**config.mk**
```make
export PLATFORM = sky130hd
export DESIGN_NAME = rgb_to_hsl_color_window_match
export DESIGN_NICKNAME = d
export VERILOG_FILES = /design/src/design/rhcw_pkg.sv /design/src/design/rgb_to_hsl_color_window_match.sv /design/src/design/rhcw_front.sv /design/src/design/rhcw_div.sv
export VERILOG_INCLUDE_DIRS = /design/src /design/src/design
export SDC_FILE = /design/constraint.sdc
export NUM_CORES = 1
export LEC_CHECK = 0
export BUFFER_PORTS_ARGS = -buffer_cell sky130_fd_sc_hd__buf_4
export CAP_MARGIN = 0
export CORE_MARGIN = 2
export CORE_UTILIZATION = 53
export DETAILED_ROUTE_END_ITERATION = 6
export PLACE_DENSITY = 0.67
export SKIP_CTS_REPAIR_TIMING = 1
export SKIP_LAST_GASP = 1
export SYNTH_ARGS = -nofsm -noshare
export SYNTH_HDL_FRONTEND = slang
export SYNTH_SLANG_ARGS = --single-unit
```
**constraint.sdc**
```tcl
create_clock -name clock -period 50.9 [get_ports clock]
set_input_delay 2.545 -clock clock [delete_from_list [all_inputs] [get_ports clock]]
set_output_delay 2.545 -clock clock [all_outputs]
set_load 0.01 [all_outputs]
```
**src/design/rgb_to_hsl_color_window_match_defines.svh**
```systemverilog
// assertion macros for the colour window match design
// no dependencies; taken in by include where assertions are written
`ifndef RGB_TO_HSL_COLOR_WINDOW_MATCH_DEFINES_SVH
`define RGB_TO_HSL_COLOR_WINDOW_MATCH_DEFINES_SVH

// condition holds at every clock edge outside reset
`define RHCW_ASSERT_ALWAYS(label, clk, rst, cond, msg) \
   label: assert property (@(posedge clk) disable iff (rst) (cond)) else $error(msg);

// consequent holds in the same cycle as the antecedent
`define RHCW_ASSERT_IMPLY(label, clk, rst, ante, cons, msg) \
   label: assert property (@(posedge clk) disable iff (rst) (ante) |-> (cons)) else $error(msg);

// consequent holds in the cycle after the antecedent
`define RHCW_ASSERT_NEXT(label, clk, rst, ante, cons, msg) \
   label: assert property (@(posedge clk) disable iff (rst) (ante) |=> (cons)) else $error(msg);

`endif

```
**src/design/rhcw_pkg.sv**
```systemverilog
// types, constants and helper functions for the colour window match
// no dependencies; imported by every module of the design
`timescale 1ns / 1ps

package rhcw_pkg;

   localparam int COMP_W       = 8;
   localparam int SUM_W        = 9;
   localparam int NUM_W        = 16;
   localparam int DEN_W        = 9;
   localparam int QUOT_W       = 8;
   localparam int PROD_W       = 24;
   localparam int FRONT_STAGES = 2;
   localparam int PIPE_STAGES  = FRONT_STAGES + QUOT_W + 1;
   localparam int REG_IDX_W    = 3;

   localparam logic [REG_IDX_W-1:0] REG_HUE_LOW    = 3'd0;
   localparam logic [REG_IDX_W-1:0] REG_HUE_HIGH   = 3'd1;
   localparam logic [REG_IDX_W-1:0] REG_SAT_LOW    = 3'd2;
   localparam logic [REG_IDX_W-1:0] REG_SAT_HIGH   = 3'd3;
   localparam logic [REG_IDX_W-1:0] REG_LIGHT_LOW  = 3'd4;
   localparam logic [REG_IDX_W-1:0] REG_LIGHT_HIGH = 3'd5;

   localparam logic [COMP_W-1:0] HUE_LOW_RST    = 8'd130;
   localparam logic [COMP_W-1:0] HUE_HIGH_RST   = 8'd190;
   localparam logic [COMP_W-1:0] SAT_LOW_RST    = 8'd90;
   localparam logic [COMP_W-1:0] SAT_HIGH_RST   = 8'd240;
   localparam logic [COMP_W-1:0] LIGHT_LOW_RST  = 8'd50;
   localparam logic [COMP_W-1:0] LIGHT_HIGH_RST = 8'd160;

   localparam logic [COMP_W-1:0] SCALE_MAX   = 8'd240;
   localparam logic [COMP_W-1:0] HUE_STEP    = 8'd40;
   localparam logic [COMP_W-1:0] OFS_GREEN   = 8'd80;
   localparam logic [COMP_W-1:0] OFS_BLUE    = 8'd160;
   localparam logic [SUM_W-1:0]  SUM_FOLD    = 9'd511;
   localparam logic [SUM_W-1:0]  SUM_LOW_MAX = 9'd257;
   localparam logic [SUM_W-1:0]  SUM_DARK    = 9'd2;
   localparam logic [11:0]       RECIP_17    = 12'd3855;
   localparam logic [11:0]       DIV_17      = 12'd17;

   typedef enum logic [1:0] {
      HUE_RED_POS,
      HUE_RED_NEG,
      HUE_GREEN,
      HUE_BLUE
   } hue_sector_type;

   typedef struct packed {
      logic [NUM_W-1:0]  hue_num;
      logic [DEN_W-1:0]  hue_den;
      logic [NUM_W-1:0]  sat_num;
      logic [DEN_W-1:0]  sat_den;
      logic [SUM_W-1:0]  sum;
      logic [PROD_W-1:0] light_prod;
      logic              hue_neg;
      hue_sector_type    sector;
      logic              grey;
      logic              sat_zero;
   } front_out_type;

   typedef struct packed {
      logic [COMP_W-1:0] light;
      logic              hue_neg;
      hue_sector_type    sector;
      logic              grey;
      logic              sat_zero;
   } side_type;

   typedef struct packed {
      logic             qbit;
      logic [NUM_W-1:0] rem;
   } div_step_type;

   // one restoring division step against the divisor shifted left
   function automatic div_step_type div_step(input logic [NUM_W-1:0] rem,
                                             input logic [DEN_W-1:0] den,
                                             input int shift);
      logic [NUM_W+DEN_W-1:0] trial;
      logic [NUM_W+DEN_W-1:0] wide_rem;
      div_step_type           res;
      trial    = {{NUM_W{1'b0}}, den} << shift;
      wide_rem = {{DEN_W{1'b0}}, rem};
      if (wide_rem >= trial) begin
         res.qbit = 1'b1;
         res.rem  = rem - trial[NUM_W-1:0];
      end else begin
         res.qbit = 1'b0;
         res.rem  = rem;
      end
      return res;
   endfunction

endpackage

```
**src/design/rgb_to_hsl_color_window_match.sv**
```systemverilog
// top level: rgb to hue/lightness/saturation with colour window match
// depends on rhcw_pkg, rhcw_front, rhcw_div and the assertion macros
//
//   channel | dir | fields (low bit first)
//   req     | in  | tdata: red, green, blue
//   rsp     | out | tdata: hue, lightness, saturation; tuser: in_window
//   csr     | in  | six 8-bit window bounds, indexes 0..5
//
// one item a cycle while the output is not stalled; two front stages, eight divider
// stages (one quotient bit each) and the output register
// reset clears valid bits and loads the window bounds, no clearing pass
// a stalled output freezes the whole pipeline; req_tready follows it
`timescale 1ns / 1ps
`include "rgb_to_hsl_color_window_match_defines.svh"

module rgb_to_hsl_color_window_match (
   input  logic                              clock,
   input  logic                              reset,
   input  logic                              req_tvalid,
   output logic                              req_tready,
   input  logic [23:0]                       req_tdata,   // red, green, blue
   output logic                              rsp_tvalid,
   input  logic                              rsp_tready,
   output logic [23:0]                       rsp_tdata,   // hue, lightness, saturation
   output logic                              rsp_tuser,   // in_window
   input  logic                              csr_we,
   input  logic [rhcw_pkg::REG_IDX_W-1:0]    csr_addr,
   input  logic [rhcw_pkg::COMP_W-1:0]       csr_wdata
);
   import rhcw_pkg::*;

   logic [COMP_W-1:0] hue_low_ff, hue_high_ff, sat_low_ff, sat_high_ff;
   logic [COMP_W-1:0] light_low_ff, light_high_ff;

   logic [PIPE_STAGES-1:0] vld_ff;
   logic                   adv;

   front_out_type     front_out;
   logic [QUOT_W-1:0] hue_quot, sat_quot;
   side_type          side_ff [QUOT_W];
   side_type          side_in;
   logic [11:0]       light_n, light_q0, light_r;

   logic [COMP_W-1:0] hue_ofs, hue_in, sat_in;
   logic [COMP_W-1:0] hue_ff, light_ff, sat_ff;
   logic              win_ff, win_in;

   always_ff @(posedge clock) begin
      if (reset) begin
         hue_low_ff    <= HUE_LOW_RST;
         hue_high_ff   <= HUE_HIGH_RST;
         sat_low_ff    <= SAT_LOW_RST;
         sat_high_ff   <= SAT_HIGH_RST;
         light_low_ff  <= LIGHT_LOW_RST;
         light_high_ff <= LIGHT_HIGH_RST;
      end else if (csr_we) begin
         case (csr_addr)
            REG_HUE_LOW:    hue_low_ff    <= csr_wdata;
            REG_HUE_HIGH:   hue_high_ff   <= csr_wdata;
            REG_SAT_LOW:    sat_low_ff    <= csr_wdata;
            REG_SAT_HIGH:   sat_high_ff   <= csr_wdata;
            REG_LIGHT_LOW:  light_low_ff  <= csr_wdata;
            REG_LIGHT_HIGH: light_high_ff <= csr_wdata;
            default: ;
         endcase
      end
   end

   assign adv        = !vld_ff[PIPE_STAGES-1] || rsp_tready;
   assign req_tready = adv;

   always_ff @(posedge clock) begin
      if (reset) begin
         vld_ff <= '0;
      end else if (adv) begin
         vld_ff <= {vld_ff[PIPE_STAGES-2:0], req_tvalid};
      end
   end

   rhcw_front u_front (
      .clock     (clock),
      .en        (adv),
      .red       (req_tdata[7:0]),
      .green     (req_tdata[15:8]),
      .blue      (req_tdata[23:16]),
      .front_out (front_out)
   );

   rhcw_div u_hue_div (
      .clock (clock),
      .en    (adv),
      .num   (front_out.hue_num),
      .den   (front_out.hue_den),
      .quot  (hue_quot)
   );

   rhcw_div u_sat_div (
      .clock (clock),
      .en    (adv),
      .num   (front_out.sat_num),
      .den   (front_out.sat_den),
      .quot  (sat_quot)
   );

   // lightness = sum*8/17 by reciprocal with one correction step
   always_comb begin
      light_n  = {front_out.sum, 3'b000};
      light_q0 = {4'b0000, front_out.light_prod[PROD_W-1:16]};
      light_r  = light_n - 12'(light_q0 * DIV_17);
      side_in.light    = (light_r >= DIV_17) ? light_q0[COMP_W-1:0] + 8'd1
                                             : light_q0[COMP_W-1:0];
      side_in.hue_neg  = front_out.hue_neg;
      side_in.sector   = front_out.sector;
      side_in.grey     = front_out.grey;
      side_in.sat_zero = front_out.sat_zero;
   end

   always_ff @(posedge clock) begin
      if (adv) begin
         side_ff[0] <= side_in;
         for (int i = 1; i < QUOT_W; i++) begin
            side_ff[i] <= side_ff[i-1];
         end
      end
   end

   always_comb begin
      case (side_ff[QUOT_W-1].sector)
         HUE_RED_POS: hue_ofs = '0;
         HUE_RED_NEG: hue_ofs = SCALE_MAX;
         HUE_GREEN:   hue_ofs = OFS_GREEN;
         HUE_BLUE:    hue_ofs = OFS_BLUE;
         default:     hue_ofs = '0;
      endcase
      if (side_ff[QUOT_W-1].grey) begin
         hue_in = '0;
      end else if (side_ff[QUOT_W-1].hue_neg) begin
         hue_in = hue_ofs - hue_quot;
      end else begin
         hue_in = hue_ofs + hue_quot;
      end
      sat_in = side_ff[QUOT_W-1].sat_zero ? '0 : sat_quot;
      win_in = (hue_in > hue_low_ff) && (hue_in < hue_high_ff) &&
               (side_ff[QUOT_W-1].light > light_low_ff) &&
               (side_ff[QUOT_W-1].light < light_high_ff) &&
               (sat_in > sat_low_ff) && (sat_in < sat_high_ff);
   end

   always_ff @(posedge clock) begin
      if (adv) begin
         hue_ff   <= hue_in;
         light_ff <= side_ff[QUOT_W-1].light;
         sat_ff   <= sat_in;
         win_ff   <= win_in;
      end
   end

   assign rsp_tvalid = vld_ff[PIPE_STAGES-1];
   assign rsp_tdata  = {sat_ff, light_ff, hue_ff};
   assign rsp_tuser  = win_ff;

   `RHCW_ASSERT_IMPLY(a_hue_range, clock, reset, rsp_tvalid, hue_ff <= SCALE_MAX, "hue above 240")
   `RHCW_ASSERT_IMPLY(a_sat_range, clock, reset, rsp_tvalid, sat_ff <= SCALE_MAX, "saturation above 240")
   `RHCW_ASSERT_IMPLY(a_light_range, clock, reset, rsp_tvalid, light_ff <= SCALE_MAX, "lightness above 240")
   `RHCW_ASSERT_NEXT(a_stall_freeze, clock, reset, rsp_tvalid && !rsp_tready, vld_ff == $past(vld_ff), "pipeline moved while stalled")
   `RHCW_ASSERT_IMPLY(a_win_hue, clock, reset, rsp_tvalid && rsp_tuser, hue_ff > hue_low_ff && hue_ff < hue_high_ff, "match outside hue window")

endmodule

```
**src/design/rhcw_front.sv**
```systemverilog
// front end: max/min sort, hue sector, then numerators and divisors
// depends on rhcw_pkg; two register stages advanced by en
`timescale 1ns / 1ps

module rhcw_front (
   input  logic                          clock,
   input  logic                          en,
   input  logic [rhcw_pkg::COMP_W-1:0]   red,
   input  logic [rhcw_pkg::COMP_W-1:0]   green,
   input  logic [rhcw_pkg::COMP_W-1:0]   blue,
   output rhcw_pkg::front_out_type       front_out
);
   import rhcw_pkg::*;

   logic [COMP_W-1:0] mx, mn, mag;
   logic [SUM_W-1:0]  diff;
   hue_sector_type    sector;

   logic [COMP_W-1:0] d_ff, mag_ff;
   logic [SUM_W-1:0]  sum_ff;
   logic              neg_ff, grey_ff;
   hue_sector_type    sector_ff;
   front_out_type     out_ff, out_in;

   always_comb begin
      if (red >= green && red >= blue) begin
         mx = red;
         if (blue <= green) begin
            mn     = blue;
            sector = HUE_RED_POS;
         end else begin
            mn     = green;
            sector = HUE_RED_NEG;
         end
         diff = {1'b0, green} - {1'b0, blue};
      end else if (green >= blue) begin
         mx     = green;
         mn     = (red <= blue) ? red : blue;
         sector = HUE_GREEN;
         diff   = {1'b0, blue} - {1'b0, red};
      end else begin
         mx     = blue;
         mn     = (red <= green) ? red : green;
         sector = HUE_BLUE;
         diff   = {1'b0, red} - {1'b0, green};
      end
      mag = diff[SUM_W-1] ? COMP_W'(-diff) : diff[COMP_W-1:0];
   end

   always_ff @(posedge clock) begin
      if (en) begin
         d_ff      <= mx - mn;
         sum_ff    <= {1'b0, mx} + {1'b0, mn};
         mag_ff    <= mag;
         neg_ff    <= diff[SUM_W-1];
         sector_ff <= sector;
         grey_ff   <= (mx == mn);
      end
   end

   always_comb begin
      out_in.hue_num    = NUM_W'(mag_ff) * NUM_W'(HUE_STEP);
      out_in.hue_den    = {1'b0, d_ff};
      out_in.sat_num    = NUM_W'(d_ff) * NUM_W'(SCALE_MAX);
      out_in.sat_den    = (sum_ff <= SUM_LOW_MAX) ? sum_ff : SUM_FOLD - sum_ff;
      out_in.sum        = sum_ff;
      out_in.light_prod = PROD_W'({sum_ff, 3'b000}) * PROD_W'(RECIP_17);
      out_in.hue_neg    = neg_ff;
      out_in.sector     = sector_ff;
      out_in.grey       = grey_ff;
      out_in.sat_zero   = grey_ff | (sum_ff <= SUM_DARK);
   end

   always_ff @(posedge clock) begin
      if (en) begin
         out_ff <= out_in;
      end
   end

   assign front_out = out_ff;

endmodule

```
**src/design/rhcw_div.sv**
```systemverilog
// pipelined restoring divider, one quotient bit per stage
// depends on rhcw_pkg; QUOT_W register stages advanced by en
`timescale 1ns / 1ps

module rhcw_div (
   input  logic                        clock,
   input  logic                        en,
   input  logic [rhcw_pkg::NUM_W-1:0]  num,
   input  logic [rhcw_pkg::DEN_W-1:0]  den,
   output logic [rhcw_pkg::QUOT_W-1:0] quot
);
   import rhcw_pkg::*;

   logic [NUM_W-1:0]  rem_ff [QUOT_W];
   logic [DEN_W-1:0]  den_ff [QUOT_W];
   logic [QUOT_W-1:0] quo_ff [QUOT_W];
   logic [NUM_W-1:0]  rem_in [QUOT_W];
   logic [DEN_W-1:0]  den_in [QUOT_W];
   logic [QUOT_W-1:0] quo_in [QUOT_W];

   always_comb begin
      div_step_type step;
      for (int i = 0; i < QUOT_W; i++) begin
         if (i == 0) begin
            step      = div_step(num, den, QUOT_W - 1);
            den_in[i] = den;
            quo_in[i] = {{(QUOT_W-1){1'b0}}, step.qbit};
         end else begin
            step      = div_step(rem_ff[i-1], den_ff[i-1], QUOT_W - 1 - i);
            den_in[i] = den_ff[i-1];
            quo_in[i] = {quo_ff[i-1][QUOT_W-2:0], step.qbit};
         end
         rem_in[i] = step.rem;
      end
   end

   always_ff @(posedge clock) begin
      if (en) begin
         for (int i = 0; i < QUOT_W; i++) begin
            rem_ff[i] <= rem_in[i];
            den_ff[i] <= den_in[i];
            quo_ff[i] <= quo_in[i];
         end
      end
   end

   assign quot = quo_ff[QUOT_W-1];

endmodule
```
### Word-level counts from Yosys, hierarchy flattened

Memories as Yosys holds them, arrays and structs flattened.
Index checks and enable logic that the tools add are counted.

| storage, ports and cells | value |
|---|---|
| register bits | 188 |
| memory bits (writable) | 632 |
| input port bits | 40 |
| output and inout bits | 27 |
| word-level logic and storage cells | 159 |
| memories kept | 7 |

| operators by class | value |
|---|---|
| $add $sub $neg | 27 |
| $mul | 4 |
| $lt $le $gt $ge | 31 |
| eq/ne operators | 9 |
| mux-type cells | 37 |
| bitwise gates (word level) | 1 |
| reduce and logical (&&, ||, !) cells | 16 |

Memory list:

| name | words | width | read ports | clocked after memory_dff | wr ports | line | source |
|---|---|---|---|---|---|---|---|
| u_hue_div.rem_ff | 8 | 16 | 7 | 0 | 8 | rhcw_div.sv:14 | `logic [NUM_W-1:0] rem_ff [QUOT_W];` |
| u_sat_div.rem_ff | 8 | 16 | 7 | 0 | 8 | rhcw_div.sv:14 |  |
| side_ff | 8 | 13 | 8 | 0 | 8 | rgb_to_hsl_color_window_match.sv:40 | `side_type side_ff [QUOT_W];` |
| u_hue_div.den_ff | 8 | 9 | 7 | 0 | 8 | rhcw_div.sv:15 | `logic [DEN_W-1:0] den_ff [QUOT_W];` |
| u_sat_div.den_ff | 8 | 9 | 7 | 0 | 8 | rhcw_div.sv:15 |  |
| u_hue_div.quo_ff | 8 | 8 | 8 | 0 | 8 | rhcw_div.sv:16 | `logic [QUOT_W-1:0] quo_ff [QUOT_W];` |
| 1 more memories | n/a | n/a | n/a | n/a | n/a | n/a |  |

Operators by type and width:

| operator | number |
|---|---|
| 2-to-1 mux 17 bit | 16 |
| 2-to-1 mux 8 bit | 12 |
| greater-or-equal comparator 16 x 10 -> 1 bit | 2 |
| greater-or-equal comparator 16 x 11 -> 1 bit | 2 |
| greater-or-equal comparator 16 x 12 -> 1 bit | 2 |
| greater-or-equal comparator 16 x 13 -> 1 bit | 2 |
| greater-or-equal comparator 16 x 14 -> 1 bit | 2 |
| greater-or-equal comparator 16 x 15 -> 1 bit | 2 |
| greater-or-equal comparator 16 x 9 -> 1 bit | 2 |
| case mux 8 bit (4 select lines) | 1 |
| subtractor 16 x 10 -> 16 bit | 2 |
| subtractor 16 x 11 -> 16 bit | 2 |
| subtractor 16 x 12 -> 16 bit | 2 |
| subtractor 16 x 13 -> 16 bit | 2 |
| subtractor 16 x 14 -> 16 bit | 2 |
| subtractor 16 x 15 -> 16 bit | 2 |
| subtractor 16 x 9 -> 16 bit | 2 |
| 2-to-1 mux 9 bit | 3 |
| subtractor 8 x 8 -> 9 bit | 3 |
| greater-or-equal comparator 8 bit | 3 |
| > comparator 8 bit | 3 |
| less-or-equal comparator 8 bit | 3 |
| less-than comparator 8 bit | 3 |
| multiplier 9 x 12 -> 21 bit (second input constant) | 1 |
| other kinds (32) | 49 |

### Logic depth before layout (Yosys ltp)

Gate-level depths: netlist (run 1).
An unclocked memory read counts as a cell.

| logic depth | value |
|---|---|
| word-level depth | 12 |
| gate-level depth with buffers | 23 |
| mapped depth without buffers | 20 |

### Hierarchy

A second synthesis (run 1) with hierarchy kept.

| second synthesis, totals | value |
|---|---|
| cells, all modules | 3295 |
| area, all modules | 39004.9 µm² |

Modules (own cells, without submodules):

| module | times used | cells each | area each (µm²) | sequential area each (µm²) |
|---|---|---|---|---|
| rhcw_div (u_sat_div) | 1 | 866 | 10936.7 | 6336.1 |
| rhcw_div (u_hue_div) | 1 | 870 | 10855.4 | 6336.1 |
| rhcw_front | 1 | 835 | 8670.8 | 3002.9 |
| rgb_to_hsl_color_window_match | 1 | 724 | 8541.9 | 5054.8 |

### Least setup slack after synthesis (run 1)

OpenSTA, ideal clock, no wires.

| path | value |
|---|---|
| path kind | input-to-output |
| from | input rsp_tready |
| to | output req_tready |
| arrival time | 18.830 ns |
| data required time | 48.355 ns |
| slack | 29.525 ns |
| cell stages on the path | 3 |
| buffers on the path | 1 |
| cells stage by stage | nor2b_1 inv_1 clkbuf_1 |

| on the way | value |
|---|---|
| cells in the longest elaborated chain, start to end | 1 |

Ends and longest elaborated chain:

| element | line | source |
|---|---|---|
| start: declaration | rgb_to_hsl_color_window_match.sv:23 | `input logic rsp_tready,` |
| logical OR 1 bit | rgb_to_hsl_color_window_match.sv:69 | `assign adv = !vld_ff[PIPE_STAGES-1] \|\| rsp_tready;` |
| end: declaration | rgb_to_hsl_color_window_match.sv:20 | `output logic req_tready,` |

No other way between the ends.

### Final worst setup path (run 1)

Ends and elaborated chain as after synthesis.

==> results of run 1 <==
## layer usage
layer	GRT usage	part of all wire	wire (um)	vias to the layer above
li1	-	-	-	10870
met3	0.0243	0.032	1980	131
met1	0.224	0.42	26600	10155
met5	0	0	0	-
met2	0.336	0.51	31900	384
met4	0.0816	0.035	2230	0
## Yosys cell counts (13+ instances only)
library cell  number  share of area
o21bai_1          21         0.0045
nor2_1           201          0.022
a211oi_1          20         0.0043
o21a_1            37         0.0079
a21boi_0          22         0.0047
nand3_1           25         0.0036
inv_1            382          0.041
a21o_1            45         0.0096
fa_1              58          0.033
or3_1             15         0.0027
o21ai_0          135          0.019
nand2_1          226          0.024
clkbuf_1          34         0.0036
nand2b_1          47         0.0084
or4_1             13         0.0028
nor3_1            32         0.0046
a21oi_1          182          0.026
nor4_1            28         0.0050
edfxtp_1         589           0.50
ha_1             334           0.12
xor2_1            69          0.017
o31ai_1           27         0.0058
xnor2_1          107          0.027
and3_1            15         0.0027
mux2_2            20         0.0064
dfxtp_1           59          0.034
nor2b_1           58          0.010
nand4_1           32         0.0057
mux2i_1           18         0.0051
## area by class of cell
class | count | area (um2)
Multi-Input combinational cell | 1927 | 14500
Clock inverter | 37 | 340
Fill cell | 5233 | 27000
Inverter | 382 | 1440
Sequential cell | 648 | 18900
Tap cell | 864 | 1080
Clock buffer | 86 | 1790
Timing Repair Buffer | 77 | 591
## flip-flops by register name (all words and copies together) (netlist names), 9 cells and up
signal             flops
u_hue_div.quo_ff      36
u_sat_div.den_ff      63
vld_ff                11
u_front.sum_ff         9
u_hue_div.rem_ff      94
u_hue_div.den_ff      54
side_ff              104
u_sat_div.quo_ff      36
u_front.front_out     60
u_sat_div.rem_ff      89
## worst max-delay path, cell delays in order
cell	delay (ps)
buf_4	110
nor2b_1	790
inv_8	270
buf_4	270
## kinds of logic (layout without fill, tap and decap cells)
logic type	after synthesis	in the layout	synth area share
XOR/XNOR	176	176	0.0440
AO/OA/AOI/OAI	578	578	0.103
multiplexers	39	39	0.0120
adder cells (fa/ha/maj)	392	392	0.152
buffers and inverters	431	582	0.0467
flip-flops	648	648	0.538
AND/OR/NAND/NOR	742	742	0.103
## through the flow
step	instances	utilization
finish	4021	0.589
global route	4021	0.589
CTS	4021	0.589
detailed placement	3898	0.557
global placement	3898	0.557
floorplan	3006	-
## final timing paths
kind	startpoint	slack, ps	to	cells past startpoint
worst min register to register	u_hue_div.quo_ff[0][25]	410	u_hue_div.quo_ff[1][2]	0
worst max-delay path	rsp_tready	44340	req_tready	4
worst min-delay path	u_hue_div.quo_ff[0][25]	410	u_hue_div.quo_ff[1][2]	0
worst max register to register	u_front.sum_ff[8]	45830	u_front.front_out[27]	16
==> results.yml, run 1 <==
yosys:
  synth-seq-cells: 648
  synth.cell_area_um2: 35000
  postSynthNetCount: 3438
  ys_types: 82
  number_of_synthesized_flops_with_an_enable_pin: 589
  fraction_of_the_yosys_area_taken_by_sequential_cells: 0.538
  synthFlopType: "edfxtp_1"
  yosysWarningCount: 0
  synth.avg_cell_area_um2: 11.7
  synth_cells: 3006
  async_flop_share: 0
place:
  place_hpwl_um: 47200
  placed_cell_area_um2: 36500
  place.gp.congestion: 0.906
  portBuffers: 66
  placement.setup.worst_slack_ps: 44000
clock_network:
  htreeDepth: 3
  clkSinkCount: 648
  cts_tree: "yes"
  clock_tree_buffer_depth: 3
  clkTransAtPathRegs_ps: 60
  numCtsBuffers: 67
  cts.root.buffer_cell: "clkbuf_16"
  clock_latency_at_the_later_pin_of_the_worst_skew_pair_ps: 600
job:
  max_cap_viol_count: 0
floorplan:
  fp.dieH_um: 261
  die_width_um: 261
  floorplan.io_pins: 67
  initial_core_utilization: 0.534
  floorplan.rows: 94
  fp.dieArea_um2: 68200
  core-area_um2: 65600
min_path:
  worst_hold_path_type: "reg -> reg"
timing:
  setup_total_negative_slack_ps: 0
  whs_ps: 407
  worst_pin_slew_ps: 1130
  fmax_mhz: 152
  fin_ws_ps: 44340
  setup_viol: 0
  total_count_of_hold_check_failures_in_the_final_report: 0
  clock-skew-final_ps: 18.4
  min_period_over_period: 0.129
  unrepaired_setup_endpoints_after_global_routing: "false"
  maxSlewViolCount: 0
  period_needed_ps: 6560
  relSlewSlack: 0.245
critical_path:
  crit_type: "in -> out"
  required_ps: 48350
  biggest_fanout_along_the_worst_timing_path: 43
  end_kind: "primary output"
  crit_path_start_kind: "primary input"
  critPathArrivalTime_ps: 4020
cells_and_area:
  fin_area_um2: 38700
  insertedDiodeCount: 0
  layout_commonest_cell: "edfxtp_1"
  drive_gt1_frac: 0.0700
  nets: 3535
  most-common-layout-cells: "edfxtp_1, inv_1, ha_1"
  syn2layout_area_growth_pct: 10.3
run_status:
  outcome: "finished clean"
drt:
  viasPerCell: 5.36
  wirelength_routed_um: 62800
  detail-route-antenna-nets: 0
  remaining_drc_errors: 0
  detail_route.wl_per_cell_um: 15.6
  drtPass1Iterations: 6
  vias: 21540
  detailedRoute.firstIterationViolations: 1170
global_routing:
  maximum_number_of_pins_on_one_net_before_global_route_repair: 206
  grt_pass1_wl_um: 103000
  grt_overflow_total: 0
  grt_antenna_before_repair: 0
  first_global_vias: 21498
  grt_use_total: 0.186
Power of run 1 is not shown: default switching activity piles up to over one toggle a cycle in this logic, so the estimate is an artifact.
==> inputs of run 2 (changes only) <==
- clock period: 50.9 -> 6.3 ns (I/O delays scaled with it)
==> results.yml, run 2 (synthesis gave the netlist of run 1 again) <==
timing:
  unrepaired_setup_endpoints_after_global_routing: "false"
  min_period_over_period: 0.789
  maxSlewViolCount: 0
  period_needed_ps: 4970
  worst_pin_slew_ps: 1100
  total_count_of_hold_check_failures_in_the_final_report: 0
  clock-skew-final_ps: 32.7
  fin_ws_ps: 1330
  relSlewSlack: 0.270
  setup_total_negative_slack_ps: 0
  fmax_mhz: 201
  setup_viol: 0
critical_path:
  path_cells: "fa_1 > fa_1 > fa_1 > inv_1 > fa_1 > inv_1 > ha_1 > a21oi_1 > o22ai_1 > nor4_1 > o31ai_1 > or4_1 > a31oi_1 > nor2b_1 > nor2_1 > xnor2_1"
  crit_path_max_cell_delay_ps: 570
  timing.critical_path.mode_cell: "fa_1"
  required_ps: 6640
  crit_path_start_kind: "register"
  ff2ff_setup_slack_ps: 1330
  timing.critical_path.max_delay_family: "adder cells"
  cpMaxStageDelayCell: "edfxtp_1"
  end_kind: "register"
  biggest_fanout_along_the_worst_timing_path: 10
  crit_type: "reg -> reg"
  critPathArrivalTime_ps: 5310
  critPathBufInv: 2
cells_and_area:
  syn2layout_area_growth_pct: 10.8
  most-common-layout-cells: "edfxtp_1, inv_1, ha_1"
  layout_commonest_cell: "edfxtp_1"
  leading_registers_by_flop_count: "side_ff: 104 flops, u_hue_div.rem_ff: 94 flops, u_sat_div.rem_ff: 89 flops"
  largest_register_ffs: 104
  largest-register: "side_ff"
  drive_gt1_frac: 0.0722
  insertedDiodeCount: 0
  fin_area_um2: 38800
  stdcell_count: 4022
  nets: 3540
clock_network:
  cts_tree: "yes"
  cts.root.buffer_cell: "clkbuf_16"
  clkSinkCount: 648
  clock_latency_at_the_later_pin_of_the_worst_skew_pair_ps: 610
  htreeDepth: 3
  clock_tree_buffer_depth: 3
  clkTransAtPathRegs_ps: 60
  numCtsBuffers: 68
floorplan:
  core-area_um2: 65600
  floorplan.io_pins: 67
  die_width_um: 261
  initial_core_utilization: 0.534
  fp.dieArea_um2: 68200
  floorplan.rows: 94
  fp.dieH_um: 261
place:
  place.gp.congestion: 0.955
  dp.cells: 3897
  placement.setup.worst_slack_ps: 1320
  place_hpwl_um: 47400
  placed_cell_area_um2: 36500
  portBuffers: 66
drt:
  vias: 21805
  drtPass1Iterations: 5
  detail_route.wl_per_cell_um: 15.8
  wirelength_routed_um: 63400
  viasPerCell: 5.42
  remaining_drc_errors: 0
  detail-route-antenna-nets: 0
  detailedRoute.firstIterationViolations: 1231
min_path:
  worst_hold_path_type: "in -> reg"
global_routing:
  grt_pass1_wl_um: 105000
  grt_overflow_total: 0
  first_global_vias: 22078
  maximum_number_of_pins_on_one_net_before_global_route_repair: 188
  grt_use_total: 0.189
  grt_antenna_before_repair: 0
run_status:
  outcome: "finished clean"
job:
  max_cap_viol_count: 0
run 2: changes by cell type in the layout (fill, tap and decap cells not counted), sizes merged:
| cell | before | now |
|---|---|---|
| clkinv | 27 | 20 |
| clkinvlp | 1 | 6 |
| dlygate4sd3 | 0 | 5 |
| bufinv | 5 | 7 |
| clkbuf | 86 | 84 |
| buf | 77 | 76 |
| inv | 386 | 385 |
run 2: final timing paths:
kind | startpoint | cells after the start | to
max | u_front.sum_ff[8] | 16 | u_front.front_out[27]
min | csr_wdata[3] | 3 | sat_high_ff[3]
max reg2reg | u_front.sum_ff[8] | 16 | u_front.front_out[27]
min reg2reg | u_hue_div.quo_ff[0][24] | 0 | u_hue_div.quo_ff[1][1]
run 2: layout make-up:
class	instances	area, um2
Clock inverter	36	397
Sequential cell	648	18900
Multi-Input combinational cell	1927	14500
Clock buffer	84	1850
Inverter	382	1440
Timing Repair Buffer	81	646
Tap cell	864	1080
Fill cell	5222	26800
run 2: tightest hold or removal path: stages:
cell	delay, ps
buf_4	160
nand2_1	60
a21oi_1	50
run 2: metrics by stage:
| step | utilization | hold slack [ps] |
|---|---|---|
| 6_report | 0.592 | 25.8 |
| 5_1_grt | 0.592 | 5.14 |
| 4_1_cts | 0.591 | -77.9 |
| 3_5_place_dp | 0.557 | 405 |
| 3_3_place_gp | 0.557 | 400 |
| 2_1_floorplan | - | 400 |
run 2: per-layer routing:
layer / track usage / routed length [um] / up-vias
met1: 0.221 / 26300 / 10363
li1: - / - / 10879
met2: 0.343 / 32700 / 405
met3: 0.0298 / 2160 / 158
met4: 0.0819 / 2340 / 0
met5: 0 / 0 / -
Power of run 2 is left out for the same reason.
==> inputs of run 3 (changes only) <==
- clock period: 6.3 -> 4.75 ns (I/O delays scaled with it)
==> results.yml, run 3 (synthesis gave the netlist of run 1 again) <==
critical_path:
  crit_type: "reg -> reg"
  required_ps: 5090
  crit_path_start_kind: "register"
  path_cells: "fa_1 > ha_1 > fa_1 > inv_1 > fa_1 > inv_1 > ha_1 > nand3_2 > a211oi_1 > nor4_2 > o31ai_2 > or4_4 > a31oi_4 > nor2b_1 > nor2_1 > xnor2_1"
  cpMaxStageDelayCell: "fa_1"
  biggest_fanout_along_the_worst_timing_path: 2
  timing.critical_path.mode_cell: "fa_1"
  crit_path_max_cell_delay_ps: 550
  critPathArrivalTime_ps: 4910
  end_kind: "register"
run_status:
  outcome: "finished clean"
drt:
  detail-route-antenna-nets: 0
  detailedRoute.firstIterationViolations: 1189
  remaining_drc_errors: 0
  vias: 21734
  wirelength_routed_um: 64100
  detail_route.wl_per_cell_um: 15.8
  drtPass1Iterations: 7
  viasPerCell: 5.37
cells_and_area:
  largest_register_ffs: 104
  syn2layout_area_growth_pct: 11.6
  post-route-util: 0.596
  most-common-layout-cells: "edfxtp_1, inv_1, ha_1"
  fill_cells: 5225
  largest-register: "side_ff"
  insertedDiodeCount: 0
  drive_gt1_frac: 0.0801
  layout_commonest_cell: "edfxtp_1"
  nets: 3559
  leading_registers_by_flop_count: "side_ff: 104 flops, u_hue_div.rem_ff: 94 flops, u_sat_div.rem_ff: 89 flops"
floorplan:
  core-area_um2: 65600
  fp.dieArea_um2: 68200
  die_width_um: 261
  floorplan.io_pins: 67
  initial_core_utilization: 0.534
  fp.dieH_um: 261
  floorplan.rows: 94
timing:
  period_needed_ps: 4570
  maxSlewViolCount: 0
  clock-skew-final_ps: 22.4
  fmax_mhz: 219
  min_period_over_period: 0.963
  relSlewSlack: 0.225
  setup_viol: 0
  total_count_of_hold_check_failures_in_the_final_report: 0
  whs_ps: 119
  worst_pin_slew_ps: 1160
clock_network:
  cts.root.buffer_cell: "clkbuf_16"
  numCtsBuffers: 70
  cts_tree: "yes"
  clkSinkCount: 648
  htreeDepth: 3
  clock_latency_at_the_later_pin_of_the_worst_skew_pair_ps: 600
  clkTransAtPathRegs_ps: 60
  clock_tree_buffer_depth: 3
global_routing:
  grt_overflow_total: 0
  grt_antenna_before_repair: 0
  grt_pass1_wl_um: 105000
  grt_use_total: 0.190
  maximum_number_of_pins_on_one_net_before_global_route_repair: 188
  first_global_vias: 22088
job:
  max_cap_viol_count: 0
place:
  portBuffers: 66
  place_hpwl_um: 47600
  place.gp.congestion: 0.894
min_path:
  worst_hold_path_type: "in -> reg"
run 3: cell types whose count changed in the layout (fill, tap and decap cells not counted), sizes merged:
cell         before  now
clkinv           20   23
clkbuf           84   91
bufinv            7    6
dlygate4sd3       5    9
buf              76   89
run 3: routing by layer:
layer,routed length (um),share of wire,vias up,global-route usage
met4,2410,0.038,0,0.0881
li1,-,-,10914,-
met5,0,0,-,0
met1,26300,0.41,10259,0.223
met3,2300,0.036,135,0.0262
met2,33000,0.52,426,0.346
run 3: layout make-up:
cell class,instances,area (um2),area share
tap,864,1080,0.0277
timing repair buffer,98,796,0.0204
clock inverter,38,370,0.00947
sequential,648,18900,0.483
multi-input combinational,1927,14600,0.373
inverter,382,1440,0.0369
clock buffer,91,1950,0.0499
run 3: per-stage QoR:
stage          setup slack, ps  cells  cell area (um2)  TNS [ps]
2_1_floorplan              130   3006            35100         0
3_3_place_gp             -13.1   3908            36600     -13.1
3_5_place_dp             -68.7   3908            36600     -68.7
4_1_cts                  -72.0   4037            39000     -73.6
5_1_grt                  -17.3   4048            39100     -17.3
6_report                   178   4048            39100         0
run 3: worst paths after layout:
| kind | start | to | slack (ps) | cells after the start |
|---|---|---|---|---|
| max reg2reg | u_front.sum_ff[8] | u_front.front_out[27] | 180 | 16 |
| min | rsp_tready | vld_ff[3] | 120 | 4 |
| max | u_front.sum_ff[8] | u_front.front_out[27] | 180 | 16 |
| min reg2reg | side_ff[1][12] | side_ff[1][25] | 400 | 0 |
run 3: worst max-delay path, delay by kind of cell (launching register included):
kind	cells	cell delay [ps]
fa+ha+maj	5	2300
compound gates	3	310
simple gates	5	1080
xor+xnor	1	70
flops	1	420
buf+inv	2	100
Power of run 3 is left out for the same reason.
